**src/rtl/hsps_pkg.sv**
```systemverilog
// Shared types, constants and syntax tables for the SPS header parser.
`default_nettype none
package hsps_pkg;

   localparam int MAX_GOLOMB_ZEROS   = 31;
   localparam int SCALING_FLAG_COUNT = 8;

   localparam logic [5:0] ST_DONE = 6'd44;

   localparam logic [2:0] STATUS_OK      = 3'd0;
   localparam logic [2:0] STATUS_NOT_SPS = 3'd1;
   localparam logic [2:0] STATUS_TRUNC   = 3'd2;
   localparam logic [2:0] STATUS_SAT     = 3'd3;
   localparam logic [2:0] STATUS_ZTICK   = 3'd4;

   localparam logic [3:0] SKIP_RESET = 4'd4;

   typedef struct packed {
      logic suffix;
      logic not_sps;
      logic over;
      logic complete;
      logic sat;
      logic timing;
      logic fixed;
   } flags_type;

   // Divider handshake between the parser and the divide unit.
   typedef struct packed {
      logic        start;
      logic [31:0] dividend;
      logic [31:0] divisor;
   } div_req_type;

   typedef struct packed {
      logic        busy;
      logic        done;
      logic [31:0] quotient;
   } div_rsp_type;

   // Field width per syntax step; 0 is exp-Golomb.
   function automatic logic [5:0] width_of(input logic [5:0] step);
      logic [5:0] w;
      case (step)
         6'd0, 6'd1, 6'd2, 6'd3, 6'd31: w = 6'd8;
         6'd6, 6'd9, 6'd10, 6'd15, 6'd21, 6'd24, 6'd25, 6'd26, 6'd27,
         6'd29, 6'd30, 6'd33, 6'd34, 6'd35, 6'd38, 6'd40, 6'd43: w = 6'd1;
         6'd11: w = 6'(SCALING_FLAG_COUNT);
         6'd32, 6'd41, 6'd42: w = 6'd32;
         6'd36: w = 6'd5;
         6'd37: w = 6'd24;
         default: w = 6'd0;
      endcase
      return w;
   endfunction

endpackage
`default_nettype wire

```
**src/rtl/hsps_if.sv**
```systemverilog
// Valid/ready stream interfaces for the request, response and CSR channels.
`default_nettype none
interface hsps_req_if;
   logic       valid;
   logic       ready;
   logic [7:0] data_byte;
   logic       last_byte;
   modport source (output valid, output data_byte, output last_byte, input ready);
   modport sink   (input valid, input data_byte, input last_byte, output ready);
endinterface

interface hsps_rsp_if;
   logic        valid;
   logic        ready;
   logic [2:0]  status;
   logic [15:0] width_pixels;
   logic [15:0] height_pixels;
   logic [31:0] frame_rate;
   modport source (output valid, output status, output width_pixels,
                   output height_pixels, output frame_rate, input ready);
   modport sink   (input valid, input status, input width_pixels,
                   input height_pixels, input frame_rate, output ready);
endinterface

interface hsps_csr_if;
   logic       valid;
   logic       ready;
   logic [3:0] skip_bytes;
   modport source (output valid, output skip_bytes, input ready);
   modport sink   (input valid, input skip_bytes, output ready);
endinterface
`default_nettype wire

```
**src/rtl/h264_sps_header_parser.sv**
```systemverilog
// Top level of the H.264 SPS header parser.
// Takes one NAL byte per request word and walks the SPS syntax one bit per
// clock through a shared bit-serial field unit, so a payload byte holds the
// block until all eight of its bits are walked, while skipped or
// emulation-prevention bytes are dropped on acceptance. On the word marked
// last_byte the frame rate is formed by a restoring divider, with start,
// done and post handoff, before the response word is posted; without a
// divide the post follows directly. A new request is accepted while that
// response waits to be taken. Timing: width/height are (count+1)*16 with
// saturation, frame_rate is the timing scale over the tick count, halved
// when the fixed-rate flag is set. Status: 0 ok, 1 not SPS, 2 truncated, 3
// saturated, 4 zero tick. skip_bytes (reset 4) may only be written while idle.
`default_nettype none
module h264_sps_header_parser
   import hsps_pkg::*;
(
   input wire logic   clock,
   input wire logic   reset,
   hsps_req_if.sink   req,
   hsps_rsp_if.source rsp,
   hsps_csr_if.sink   csr
);
   typedef enum logic [3:0] {
      S_IDLE  = 4'b0001,
      S_BITS  = 4'b0010,
      S_DIV   = 4'b0100,
      S_POST  = 4'b1000
   } state_type;

   state_type   state_ff, state_in;
   logic [3:0]  skip_cfg_ff, skip_cfg_in;
   logic [3:0]  skip_cnt_ff, skip_cnt_in;
   logic [1:0]  zrun_ff, zrun_in;
   logic [7:0]  byte_ff, byte_in;
   logic [2:0]  bit_idx_ff, bit_idx_in;
   logic        last_ff, last_in;
   logic        rv_ff, rv_in;
   logic [2:0]  st_ff, st_in;
   logic [15:0] w_ff, w_in;
   logic [15:0] h_ff, h_in;
   logic [31:0] fr_ff, fr_in;

   logic        take;
   logic        bit_valid;
   logic        clear;
   flags_type   flags;
   logic [15:0] wst, hst;
   logic [31:0] tick, scale;
   div_req_type dreq;
   div_rsp_type drsp;

   hsps_bit_parser u_parser (
      .clock, .reset, .bit_valid, .bit_value(byte_ff[bit_idx_ff]), .clear,
      .flags, .width_store(wst), .height_store(hst), .tick_units(tick),
      .scale_value(scale)
   );

   hsps_divider u_div (.clock, .reset, .req(dreq), .rsp(drsp));

   // Accept only while idle; a waiting response is held in its own register.
   assign req.ready = (state_ff == S_IDLE);
   assign take      = req.valid && req.ready;
   assign csr.ready = 1'b1;
   assign bit_valid = (state_ff == S_BITS);

   always_comb begin
      state_in = state_ff; skip_cfg_in = skip_cfg_ff; skip_cnt_in = skip_cnt_ff;
      zrun_in = zrun_ff; byte_in = byte_ff; bit_idx_in = bit_idx_ff;
      last_in = last_ff; rv_in = rv_ff; st_in = st_ff; w_in = w_ff; h_in = h_ff;
      fr_in = fr_ff; clear = 1'b0;
      dreq.start = 1'b0; dreq.dividend = scale; dreq.divisor = tick;
      if (csr.valid) skip_cfg_in = csr.skip_bytes;
      if (rv_ff && rsp.ready) rv_in = 1'b0;
      case (state_ff)
         S_IDLE: if (take) begin
            byte_in = req.data_byte; last_in = req.last_byte; bit_idx_in = 3'd7;
            if (skip_cnt_ff < skip_cfg_ff) begin
               skip_cnt_in = skip_cnt_ff + 4'd1;
               state_in = req.last_byte ? S_DIV : S_IDLE;
            end else if (zrun_ff == 2'd2 && req.data_byte == 8'h03) begin
               zrun_in = '0;
               state_in = req.last_byte ? S_DIV : S_IDLE;
            end else begin
               if (req.data_byte == 8'h00) begin
                  if (zrun_ff != 2'd2) zrun_in = zrun_ff + 2'd1;
               end else zrun_in = '0;
               state_in = S_BITS;
            end
         end
         S_BITS: begin
            bit_idx_in = bit_idx_ff - 3'd1;
            if (bit_idx_ff == 3'd0) state_in = last_ff ? S_DIV : S_IDLE;
         end
         S_DIV: begin
            // Start divide only when it will be used; hold until it ends.
            if (!drsp.busy && !drsp.done) begin
               if (flags.complete && !flags.not_sps && !flags.over &&
                   flags.timing && tick != 0) dreq.start = 1'b1;
               else state_in = S_POST;
            end else if (drsp.done) state_in = S_POST;
         end
         S_POST: if (!rv_ff || rsp.ready) begin
            rv_in = 1'b1; w_in = '0; h_in = '0; fr_in = '0;
            if (flags.not_sps) st_in = STATUS_NOT_SPS;
            else if (flags.over) st_in = STATUS_SAT;
            else if (!flags.complete) st_in = STATUS_TRUNC;
            else begin
               st_in = STATUS_OK; w_in = wst; h_in = hst;
               if (flags.timing) begin
                  if (tick == 0) st_in = STATUS_ZTICK;
                  else fr_in = flags.fixed ? {1'b0, drsp.quotient[31:1]} : drsp.quotient;
               end
               if (flags.sat) st_in = STATUS_SAT;
            end
            clear = 1'b1; skip_cnt_in = '0; zrun_in = '0; state_in = S_IDLE;
         end
         default: state_in = S_IDLE;
      endcase
   end

   always_ff @(posedge clock) begin
      byte_ff <= byte_in; bit_idx_ff <= bit_idx_in; last_ff <= last_in;
      st_ff <= st_in; w_ff <= w_in; h_ff <= h_in; fr_ff <= fr_in;
      if (reset) begin
         state_ff <= S_IDLE; skip_cfg_ff <= SKIP_RESET; skip_cnt_ff <= '0;
         zrun_ff <= '0; rv_ff <= 1'b0;
      end else begin
         state_ff <= state_in; skip_cfg_ff <= skip_cfg_in;
         skip_cnt_ff <= skip_cnt_in; zrun_ff <= zrun_in; rv_ff <= rv_in;
      end
   end

   assign rsp.valid         = rv_ff;
   assign rsp.status        = st_ff;
   assign rsp.width_pixels  = w_ff;
   assign rsp.height_pixels = h_ff;
   assign rsp.frame_rate    = fr_ff;

`ifndef NO_ASSERTIONS
   a_no_take_busy: assert property (@(posedge clock) disable iff (reset)
      state_ff != S_IDLE |-> !req.ready)
      else $error("request ready while busy");
   a_post_slot: assert property (@(posedge clock) disable iff (reset)
      state_ff == S_POST && rv_ff && !rsp.ready |=> state_ff == S_POST)
      else $error("response overwritten");
   a_div_in_div: assert property (@(posedge clock) disable iff (reset)
      drsp.busy |-> state_ff == S_DIV)
      else $error("divider busy outside divide state");
`endif
endmodule
`default_nettype wire

```
**src/rtl/hsps_divider.sv**
```systemverilog
// Restoring divider, one quotient bit per cycle.
`default_nettype none
module hsps_divider
   import hsps_pkg::*;
(
   input  wire logic  clock,
   input  wire logic  reset,
   input  wire div_req_type req,
   output div_rsp_type rsp
);
   logic [31:0] quot_ff, quot_in;
   logic [31:0] rem_ff, rem_in;
   logic [31:0] dvs_ff, dvs_in;
   logic [5:0]  cnt_ff, cnt_in;
   logic        busy_ff, busy_in;
   logic        done_ff, done_in;
   logic [32:0] trial;
   logic [32:0] shifted;

   always_comb begin
      quot_in = quot_ff;
      rem_in  = rem_ff;
      dvs_in  = dvs_ff;
      cnt_in  = cnt_ff;
      busy_in = busy_ff;
      done_in = 1'b0;
      shifted = {rem_ff, quot_ff[31]};
      trial   = shifted - {1'b0, dvs_ff};
      if (req.start) begin
         quot_in = req.dividend;
         rem_in  = '0;
         dvs_in  = req.divisor;
         cnt_in  = 6'd32;
         busy_in = 1'b1;
      end else if (busy_ff) begin
         if (trial[32]) begin
            rem_in  = shifted[31:0];
            quot_in = {quot_ff[30:0], 1'b0};
         end else begin
            rem_in  = trial[31:0];
            quot_in = {quot_ff[30:0], 1'b1};
         end
         cnt_in = cnt_ff - 6'd1;
         if (cnt_ff == 6'd1) begin
            busy_in = 1'b0;
            done_in = 1'b1;
         end
      end
   end

   always_ff @(posedge clock) begin
      quot_ff <= quot_in;
      rem_ff  <= rem_in;
      dvs_ff  <= dvs_in;
      if (reset) begin
         cnt_ff  <= '0;
         busy_ff <= 1'b0;
         done_ff <= 1'b0;
      end else begin
         cnt_ff  <= cnt_in;
         busy_ff <= busy_in;
         done_ff <= done_in;
      end
   end

   assign rsp.busy     = busy_ff;
   assign rsp.done     = done_ff;
   assign rsp.quotient = quot_ff;

`ifndef NO_ASSERTIONS
   a_done_after_busy: assert property (@(posedge clock) disable iff (reset)
      done_ff |-> !busy_ff && $past(busy_ff))
      else $error("divider done without busy");
   a_cnt_busy: assert property (@(posedge clock) disable iff (reset)
      busy_ff |-> cnt_ff != 6'd0)
      else $error("divider busy with zero count");
   a_start_idle: assert property (@(posedge clock) disable iff (reset)
      req.start |-> !busy_ff)
      else $error("divider started while busy");
`endif
endmodule
`default_nettype wire

```
**src/rtl/hsps_bit_parser.sv**
```systemverilog
// Bit-serial SPS syntax walker: one bit of the current byte per cycle while bit_valid is high.
`default_nettype none
module hsps_bit_parser
   import hsps_pkg::*;
(
   input  wire logic        clock,
   input  wire logic        reset,
   input  wire logic        bit_valid,
   input  wire logic        bit_value,
   input  wire logic        clear,
   output flags_type        flags,
   output logic [15:0]      width_store,
   output logic [15:0]      height_store,
   output logic [31:0]      tick_units,
   output logic [31:0]      scale_value
);
   logic [5:0]  step_ff, step_in;
   logic [5:0]  bcnt_ff, bcnt_in;
   logic [5:0]  gz_ff, gz_in;
   logic [31:0] fv_ff, fv_in;
   logic [7:0]  prof_ff, prof_in;
   logic [7:0]  cyc_ff, cyc_in;
   logic [15:0] wid_ff, wid_in;
   logic [15:0] hgt_ff, hgt_in;
   logic [31:0] tick_ff, tick_in;
   logic [31:0] scale_ff, scale_in;
   flags_type   fl_ff, fl_in;

   logic [5:0]  w;
   logic        fin;
   logic [31:0] v;
   logic [31:0] shv;
   logic [5:0]  n;
   logic        stop_now;
   logic [32:0] full;
   logic [7:0]  cyc_dec;

   function automatic logic [15:0] size_of(input logic [31:0] x);
      return (x > 32'd4094) ? 16'hFFFF : 16'({x[11:0] + 12'd1, 4'd0});
   endfunction

   always_comb begin
      step_in = step_ff; bcnt_in = bcnt_ff; gz_in = gz_ff; fv_in = fv_ff;
      prof_in = prof_ff; cyc_in = cyc_ff; wid_in = wid_ff; hgt_in = hgt_ff;
      tick_in = tick_ff; scale_in = scale_ff; fl_in = fl_ff;
      w = width_of(step_ff);
      fin = 1'b0; v = '0; n = step_ff + 6'd1; stop_now = 1'b0;
      shv = {fv_ff[30:0], bit_value};
      full = ({1'b0, 32'd1} << gz_ff) - 33'd1 + {1'b0, shv};
      cyc_dec = cyc_ff - 8'd1;
      if (bit_valid && step_ff < ST_DONE) begin
         if (w != 6'd0) begin
            fv_in = shv; bcnt_in = bcnt_ff - 6'd1;
            if (bcnt_ff == 6'd1) begin fin = 1'b1; v = shv; end
         end else if (!fl_ff.suffix) begin
            if (!bit_value) begin
               if (gz_ff >= 6'(MAX_GOLOMB_ZEROS)) begin
                  fl_in.over = 1'b1; step_in = ST_DONE;
               end else gz_in = gz_ff + 6'd1;
            end else if (gz_ff == 6'd0) begin
               fin = 1'b1; v = '0;
            end else begin
               fl_in.suffix = 1'b1; bcnt_in = gz_ff; fv_in = '0;
            end
         end else begin
            fv_in = shv; bcnt_in = bcnt_ff - 6'd1;
            if (bcnt_ff == 6'd1) begin fin = 1'b1; v = full[31:0]; end
         end
      end
      if (fin) begin
         case (step_ff)
            6'd0: if (v[4:0] != 5'd7) begin stop_now = 1'b1; fl_in.not_sps = 1'b1; end
            6'd1: prof_in = v[7:0];
            6'd4: n = (prof_ff == 8'd100 || prof_ff == 8'd110 || prof_ff == 8'd122 ||
                       prof_ff == 8'd144) ? 6'd5 : 6'd12;
            6'd5: n = (v == 32'd3) ? 6'd6 : 6'd7;
            6'd10: n = (v != 0) ? 6'd11 : 6'd12;
            6'd13: n = (v == 32'd0) ? 6'd14 : (v == 32'd1) ? 6'd15 : 6'd20;
            6'd14: n = 6'd20;
            6'd18: if (v > 32'd255) begin stop_now = 1'b1; fl_in.over = 1'b1; end
                   else begin cyc_in = v[7:0]; n = (v != 0) ? 6'd19 : 6'd20; end
            6'd19: begin cyc_in = cyc_dec; n = (cyc_dec != 0) ? 6'd19 : 6'd20; end
            6'd22: begin wid_in = size_of(v); if (v > 32'd4094) fl_in.sat = 1'b1; end
            6'd23: begin hgt_in = size_of(v); if (v > 32'd4094) fl_in.sat = 1'b1; end
            6'd24: n = (v != 0) ? 6'd26 : 6'd25;
            6'd27: if (v != 0) begin cyc_in = 8'd4; n = 6'd28; end else n = 6'd29;
            6'd28: begin cyc_in = cyc_dec; n = (cyc_dec != 0) ? 6'd28 : 6'd29; end
            6'd29: if (v == 0) begin stop_now = 1'b1; fl_in.complete = 1'b1; end
            6'd30: n = (v != 0) ? 6'd31 : 6'd33;
            6'd31: n = (v == 32'd255) ? 6'd32 : 6'd33;
            6'd33: n = (v != 0) ? 6'd34 : 6'd35;
            6'd35: n = (v != 0) ? 6'd36 : 6'd38;
            6'd36: n = v[0] ? 6'd37 : 6'd38;
            6'd38: if (v != 0) begin cyc_in = 8'd2; n = 6'd39; end else n = 6'd40;
            6'd39: begin cyc_in = cyc_dec; n = (cyc_dec != 0) ? 6'd39 : 6'd40; end
            6'd40: if (v == 0) begin stop_now = 1'b1; fl_in.complete = 1'b1; end
                   else fl_in.timing = 1'b1;
            6'd41: tick_in = v;
            6'd42: scale_in = v;
            6'd43: begin
               stop_now = 1'b1; fl_in.complete = 1'b1;
               if (v[0]) fl_in.fixed = 1'b1;
            end
            default: ;
         endcase
         if (stop_now) step_in = ST_DONE;
         else begin
            step_in = n; bcnt_in = width_of(n); gz_in = '0; fv_in = '0;
            fl_in.suffix = 1'b0;
         end
      end
      if (clear) begin
         step_in = '0; bcnt_in = width_of(6'd0); gz_in = '0; fv_in = '0;
         prof_in = '0; cyc_in = '0; wid_in = '0; hgt_in = '0;
         tick_in = '0; scale_in = '0; fl_in = '0;
      end
   end

   always_ff @(posedge clock) begin
      if (reset) begin
         step_ff <= '0; bcnt_ff <= width_of(6'd0); gz_ff <= '0; fv_ff <= '0;
         prof_ff <= '0; cyc_ff <= '0; wid_ff <= '0; hgt_ff <= '0;
         tick_ff <= '0; scale_ff <= '0; fl_ff <= '0;
      end else begin
         step_ff <= step_in; bcnt_ff <= bcnt_in; gz_ff <= gz_in; fv_ff <= fv_in;
         prof_ff <= prof_in; cyc_ff <= cyc_in; wid_ff <= wid_in; hgt_ff <= hgt_in;
         tick_ff <= tick_in; scale_ff <= scale_in; fl_ff <= fl_in;
      end
   end

   assign flags        = fl_ff;
   assign width_store  = wid_ff;
   assign height_store = hgt_ff;
   assign tick_units   = tick_ff;
   assign scale_value  = scale_ff;

`ifndef NO_ASSERTIONS
   a_step_range: assert property (@(posedge clock) disable iff (reset)
      step_ff <= ST_DONE)
      else $error("syntax step out of range");
   a_notsps_done: assert property (@(posedge clock) disable iff (reset)
      fl_ff.not_sps |-> step_ff == ST_DONE)
      else $error("not-SPS without stop");
   a_complete_done: assert property (@(posedge clock) disable iff (reset)
      fl_ff.complete |-> step_ff == ST_DONE)
      else $error("complete without stop");
`endif
endmodule
`default_nettype wire
```
**src/flat_wrapper.sv**
```systemverilog
// flat-port wrapper written by rule: the top's interface ports become plain ports
module h264_sps_header_parser_flat import hsps_pkg::*;
  (clock, reset, req_valid, req_data_byte, req_last_byte, req_ready, rsp_valid, rsp_status, rsp_width_pixels, rsp_height_pixels, rsp_frame_rate, rsp_ready, csr_valid, csr_skip_bytes, csr_ready);
  hsps_req_if req_i ();
  hsps_rsp_if rsp_i ();
  hsps_csr_if csr_i ();
  input wire logic clock;
  input wire logic reset;
  input wire logic [$bits(req_i.valid)-1:0] req_valid;
  input wire logic [$bits(req_i.data_byte)-1:0] req_data_byte;
  input wire logic [$bits(req_i.last_byte)-1:0] req_last_byte;
  output wire logic [$bits(req_i.ready)-1:0] req_ready;
  output wire logic [$bits(rsp_i.valid)-1:0] rsp_valid;
  output wire logic [$bits(rsp_i.status)-1:0] rsp_status;
  output wire logic [$bits(rsp_i.width_pixels)-1:0] rsp_width_pixels;
  output wire logic [$bits(rsp_i.height_pixels)-1:0] rsp_height_pixels;
  output wire logic [$bits(rsp_i.frame_rate)-1:0] rsp_frame_rate;
  input wire logic [$bits(rsp_i.ready)-1:0] rsp_ready;
  input wire logic [$bits(csr_i.valid)-1:0] csr_valid;
  input wire logic [$bits(csr_i.skip_bytes)-1:0] csr_skip_bytes;
  output wire logic [$bits(csr_i.ready)-1:0] csr_ready;
  assign req_i.valid = req_valid;
  assign req_i.data_byte = req_data_byte;
  assign req_i.last_byte = req_last_byte;
  assign req_ready = req_i.ready;
  assign rsp_valid = rsp_i.valid;
  assign rsp_status = rsp_i.status;
  assign rsp_width_pixels = rsp_i.width_pixels;
  assign rsp_height_pixels = rsp_i.height_pixels;
  assign rsp_frame_rate = rsp_i.frame_rate;
  assign rsp_i.ready = rsp_ready;
  assign csr_i.valid = csr_valid;
  assign csr_i.skip_bytes = csr_skip_bytes;
  assign csr_ready = csr_i.ready;
  h264_sps_header_parser u_core (.clock(clock), .reset(reset), .req(req_i), .rsp(rsp_i), .csr(csr_i));
endmodule
```
**config.mk**
```make
export PLATFORM = sky130hd
export DESIGN_NAME = h264_sps_header_parser_flat
export DESIGN_NICKNAME = d
export VERILOG_FILES = /design/src/rtl/hsps_pkg.sv /design/src/rtl/hsps_if.sv /design/src/rtl/h264_sps_header_parser.sv /design/src/rtl/hsps_divider.sv /design/src/rtl/hsps_bit_parser.sv /design/src/flat_wrapper.sv
export SDC_FILE = /design/constraint.sdc
export NUM_CORES = 1
export LEC_CHECK = 0
export ABC_AREA = 1
export BUFFER_PORTS_ARGS = -buffer_cell sky130_fd_sc_hd__buf_2
export CAP_MARGIN = 15
export CELL_PAD_IN_SITES_DETAIL_PLACEMENT = 1
export CELL_PAD_IN_SITES_GLOBAL_PLACEMENT = 1
export CORE_ASPECT_RATIO = 0.8
export CORE_MARGIN = 5
export CORE_UTILIZATION = 42
export CTS_CLUSTER_SIZE = 14
export DETAILED_ROUTE_END_ITERATION = 7
export PLACE_DENSITY = 0.76
export SETUP_SLACK_MARGIN = 0.15
export SLEW_MARGIN = 25
export SYNTH_ARGS = -nofsm -noshare
export SYNTH_HDL_FRONTEND = slang
export SYNTH_SLANG_ARGS = --single-unit
```
**constraint.sdc**
```tcl
create_clock -name clock -period 5.1 [get_ports clock]
set_clock_uncertainty 0.05 [all_clocks]
set_input_delay 1.02 -clock clock [delete_from_list [all_inputs] [get_ports clock]]
set_output_delay 1.02 -clock clock [all_outputs]
set_load 0.1 [all_outputs]
```
==> impl_metrics.toml <==
[clocking]
worst_skew_pair.late_latency_ps = 590
cts_buffers = 40
clock-sinks = 359
clockBufferDepth = 3
cts_hold_buffers = 0
clk_pin_slew_ps = 60
cts_tree = "done"
cts-root-buf = "clkbuf_16"
htreeDepth = 2

[detailed_routing]
ant_nets = 0
dr.pass1.iters = 5
drt_iter0_markers = 1407
vias = 21700
finalWirelength_mm = 81.5
vias_per_cell = 5.45
wl_per_cell_um = 20.5
post-route-drc-count = 0

[hold_path]
hp-class = "reg -> reg"
hold_depth = 0

[job]
cap_violations = 0

[die]
initial_core_util_pct = 42.7
die_h_um = 214
core_um2 = 51300
die_area_um2 = 56800
rows = 74
die_x_um = 265
io_pins = 88

[pwr]
p_leak_nw = 12.1
powerDensity_nw_per_um2 = 265
peakVddDrop_mv = 0.200
power_w = 0.00737

[yosys]
ys_seq_area_share_pct = 39.1
synth_edf_count = 137
async_reset_ff_share_pct = 0
synth-seq-cells = 359
synth_cell_type_count = 73
syn_avg_cell_area_um2 = 7.31
synth.net_count = 3147
ys.flop_type = "dfxtp_1"
yosysWarnings = 0
synth_cells = 2996
syn_area_um2 = 21900

[cells_and_area]
nFillCells = 6316
n_antenna_cell = 0
multi_input_area_um2 = 12700
final_common_cell = "nand2_1"
drive_gt1_share_pct = 25.1
layout.nets = 3412
area.sequential_um2 = 8570
area_delta_synth_final_pct = 27.0
stdcell_count = 3976
layout_common_cells = "nand2_1, inv_1, nor2_1"

[run_status]
status = "complete, no violations"

[sta]
tightest_slew_ps = 1020
whs_ps = 409
period_needed_ps = 5030
fin_crit_sh_pct = 98.7
slew_violations = 0
max_freq_ghz = 0.199
final_hold_viol_count = 0
tns_ps = 0
rsz0062_at_grt = "true"
slew_headroom_pct = 31.9
finalSetupViolations = 0

[place]
io_buffers = 86
dp_hpwl_mm = 59.1
globalplace.congestion = 0.963
placedCellCount = 3857

[critical_path]
regToRegSetupSlack_ps = 70
reg2reg_depth = 41
cp_max_fo = 7
worstSetupPathType = "reg -> reg"
worst_path_max_delay_cell = "dfxtp_4"
start_kind = "flip-flop"
critical_path.endpoint_type = "flip-flop"
cp_slowest_stage_delay_ps = 380
critPathRequiredTime_ps = 5520
crit_path_frequent_cell = "nand2_2"
critPathArrivalTime_ps = 5460

[global_route]
grt_max_degree = 63
grt_util_all_layers_pct = 26.6
grt_overflow = 0
grt_pass1_wl_mm = 123
grt_pass1_vias = 22200
antenna_found_initial = 0
==> repair_timing <==
action / 4_1_cts / 5_1_grt
gates resized for setup: 189 / 276
buffers inserted: 18 / 27
endpoints found under the setup margin: 13 / 58
pin swaps: 44 / 117
==> synth_stat cells (4+ instances only) <==
cell,n,area share (%)
nand3_1,135,3.1
o22ai_1,35,1.0
nand4_1,22,0.63
o21ai_1,14,0.32
o211ai_1,30,1.0
or2_2,7,0.20
nor4_1,17,0.49
buf_6,4,0.21
o21ai_0,128,2.9
a211oi_1,51,1.7
a21oi_1,187,4.3
nand2_1,734,13
a31oi_1,19,0.54
a21o_1,5,0.17
nor2_4,10,0.51
o31ai_1,14,0.48
nand3b_1,10,0.34
buf_2,5,0.11
nor2_1,277,4.7
nand2_2,19,0.54
inv_1,481,8.2
nor2_2,9,0.26
nor3_1,51,1.2
a211oi_2,4,0.23
buf_4,11,0.38
ha_1,131,7.5
dfxtp_1,222,20
edfxtp_1,137,19
clkinv_1,6,0.10
inv_2,26,0.45
clkbuf_1,72,1.2
xnor2_1,38,1.5
xor2_1,22,0.88
==> where the power goes <==
part | total (W) | switching, W | internal, W | leakage, nW
registers | 0.00314 | 0.0000605 | 0.00308 | 3.11
clock network | 0.00304 | 0.00127 | 0.00177 | 0.656
logic | 0.00119 | 0.000885 | 0.000307 | 8.35
total | 0.00737 | 0.00221 | 0.00515 | 12.1
==> stage by stage <==
stage                     instance area, µm²  util, %  worst slack [ps]
after detailed placement               24200     47.2              -406
after global placement                 24200     47.2              -272
final                                  27800     54.2              68.5
after global routing                   27800     54.2              -189
after CTS                              26400     51.6               127
after floorplan                        21900        -               219
==> flip-flops by register name, indices dropped and copies added, names as in the netlist, 4 cells and up <==
register                      count
u_core.rsp.frame_rate            32
u_core.u_div.dvs_ff              32
u_core.u_div.quot_ff             32
u_core.u_div.rem_ff              32
u_core.u_parser.scale_value      32
u_core.u_parser.tick_units       32
u_core.u_parser.fv_ff            31
u_core.rsp.height_pixels         13
u_core.rsp.width_pixels          13
u_core.u_parser.height_store     13
u_core.u_parser.width_store      13
u_core.byte_ff                    8
u_core.u_parser.cyc_ff            8
u_core.u_parser.prof_ff           8
u_core.u_parser.flags             7
u_core.u_div.cnt_ff               6
u_core.u_parser.bcnt_ff           6
u_core.u_parser.gz_ff             6
u_core.u_parser.step_ff           6
u_core.u_parser.w                 5
u_core.skip_cfg_ff                4
u_core.skip_cnt_ff                4
u_core.state_ff                   4
==> final timing paths <==
kind | from | endpoint
worst max-delay path | u_core.u_parser.gz_ff[1] | u_core.u_parser.bcnt_ff[0]
worst min-delay path | u_core.u_parser.tick_units[19] | u_core.u_div.dvs_ff[19]
worst max register to register | u_core.u_parser.gz_ff[1] | u_core.u_parser.bcnt_ff[0]
worst min register to register | u_core.u_parser.tick_units[19] | u_core.u_div.dvs_ff[19]
==> cell families (layout without fill, tap and decap cells) <==
logic type / after synthesis / count (layout) / share of synthesized area (%)
adders and majority gates: 133 / 133 / 7.67
xor gates and xnor gates: 60 / 60 / 2.40
AOI/OAI and AO/OA: 516 / 516 / 14.0
and+or+nand+nor: 1316 / 1316 / 26.0
other: 1 / 1 / 0.0171
DFF: 359 / 359 / 39.1
buffers and inverters: 611 / 907 / 10.9
==> final cells by class <==
type | instances | share of cell area (%)
multi-input combinational | 2026 | 45.8
tap | 684 | 3.08
clock inverter | 20 | 0.909
timing repair buffer | 318 | 8.21
sequential | 359 | 30.8
inverter | 516 | 7.11
clock buffer | 53 | 4.03
==> per-layer routing <==
metal | up-vias | GRT usage [%] | routed length (µm)
met1 | 10700 | 35.8 | 36100
met3 | 158 | 4.84 | 4070
li1 | 10300 | - | -
met5 | - | 0 | 0
met4 | 0 | 8.16 | 2680
met2 | 513 | 43.7 | 38700
==> critical path, delay by kind of cell (launching register included) <==
kind                     cells  cell delay, ps
buffers and inverters        7             530
AO/OA/AOI/OAI                2             220
AND/OR/NAND/NOR             28            2690
flip-flops                   1             380
adder cells (fa/ha/maj)      4            1030
Note: power is estimated with default switching activity, not from simulation.
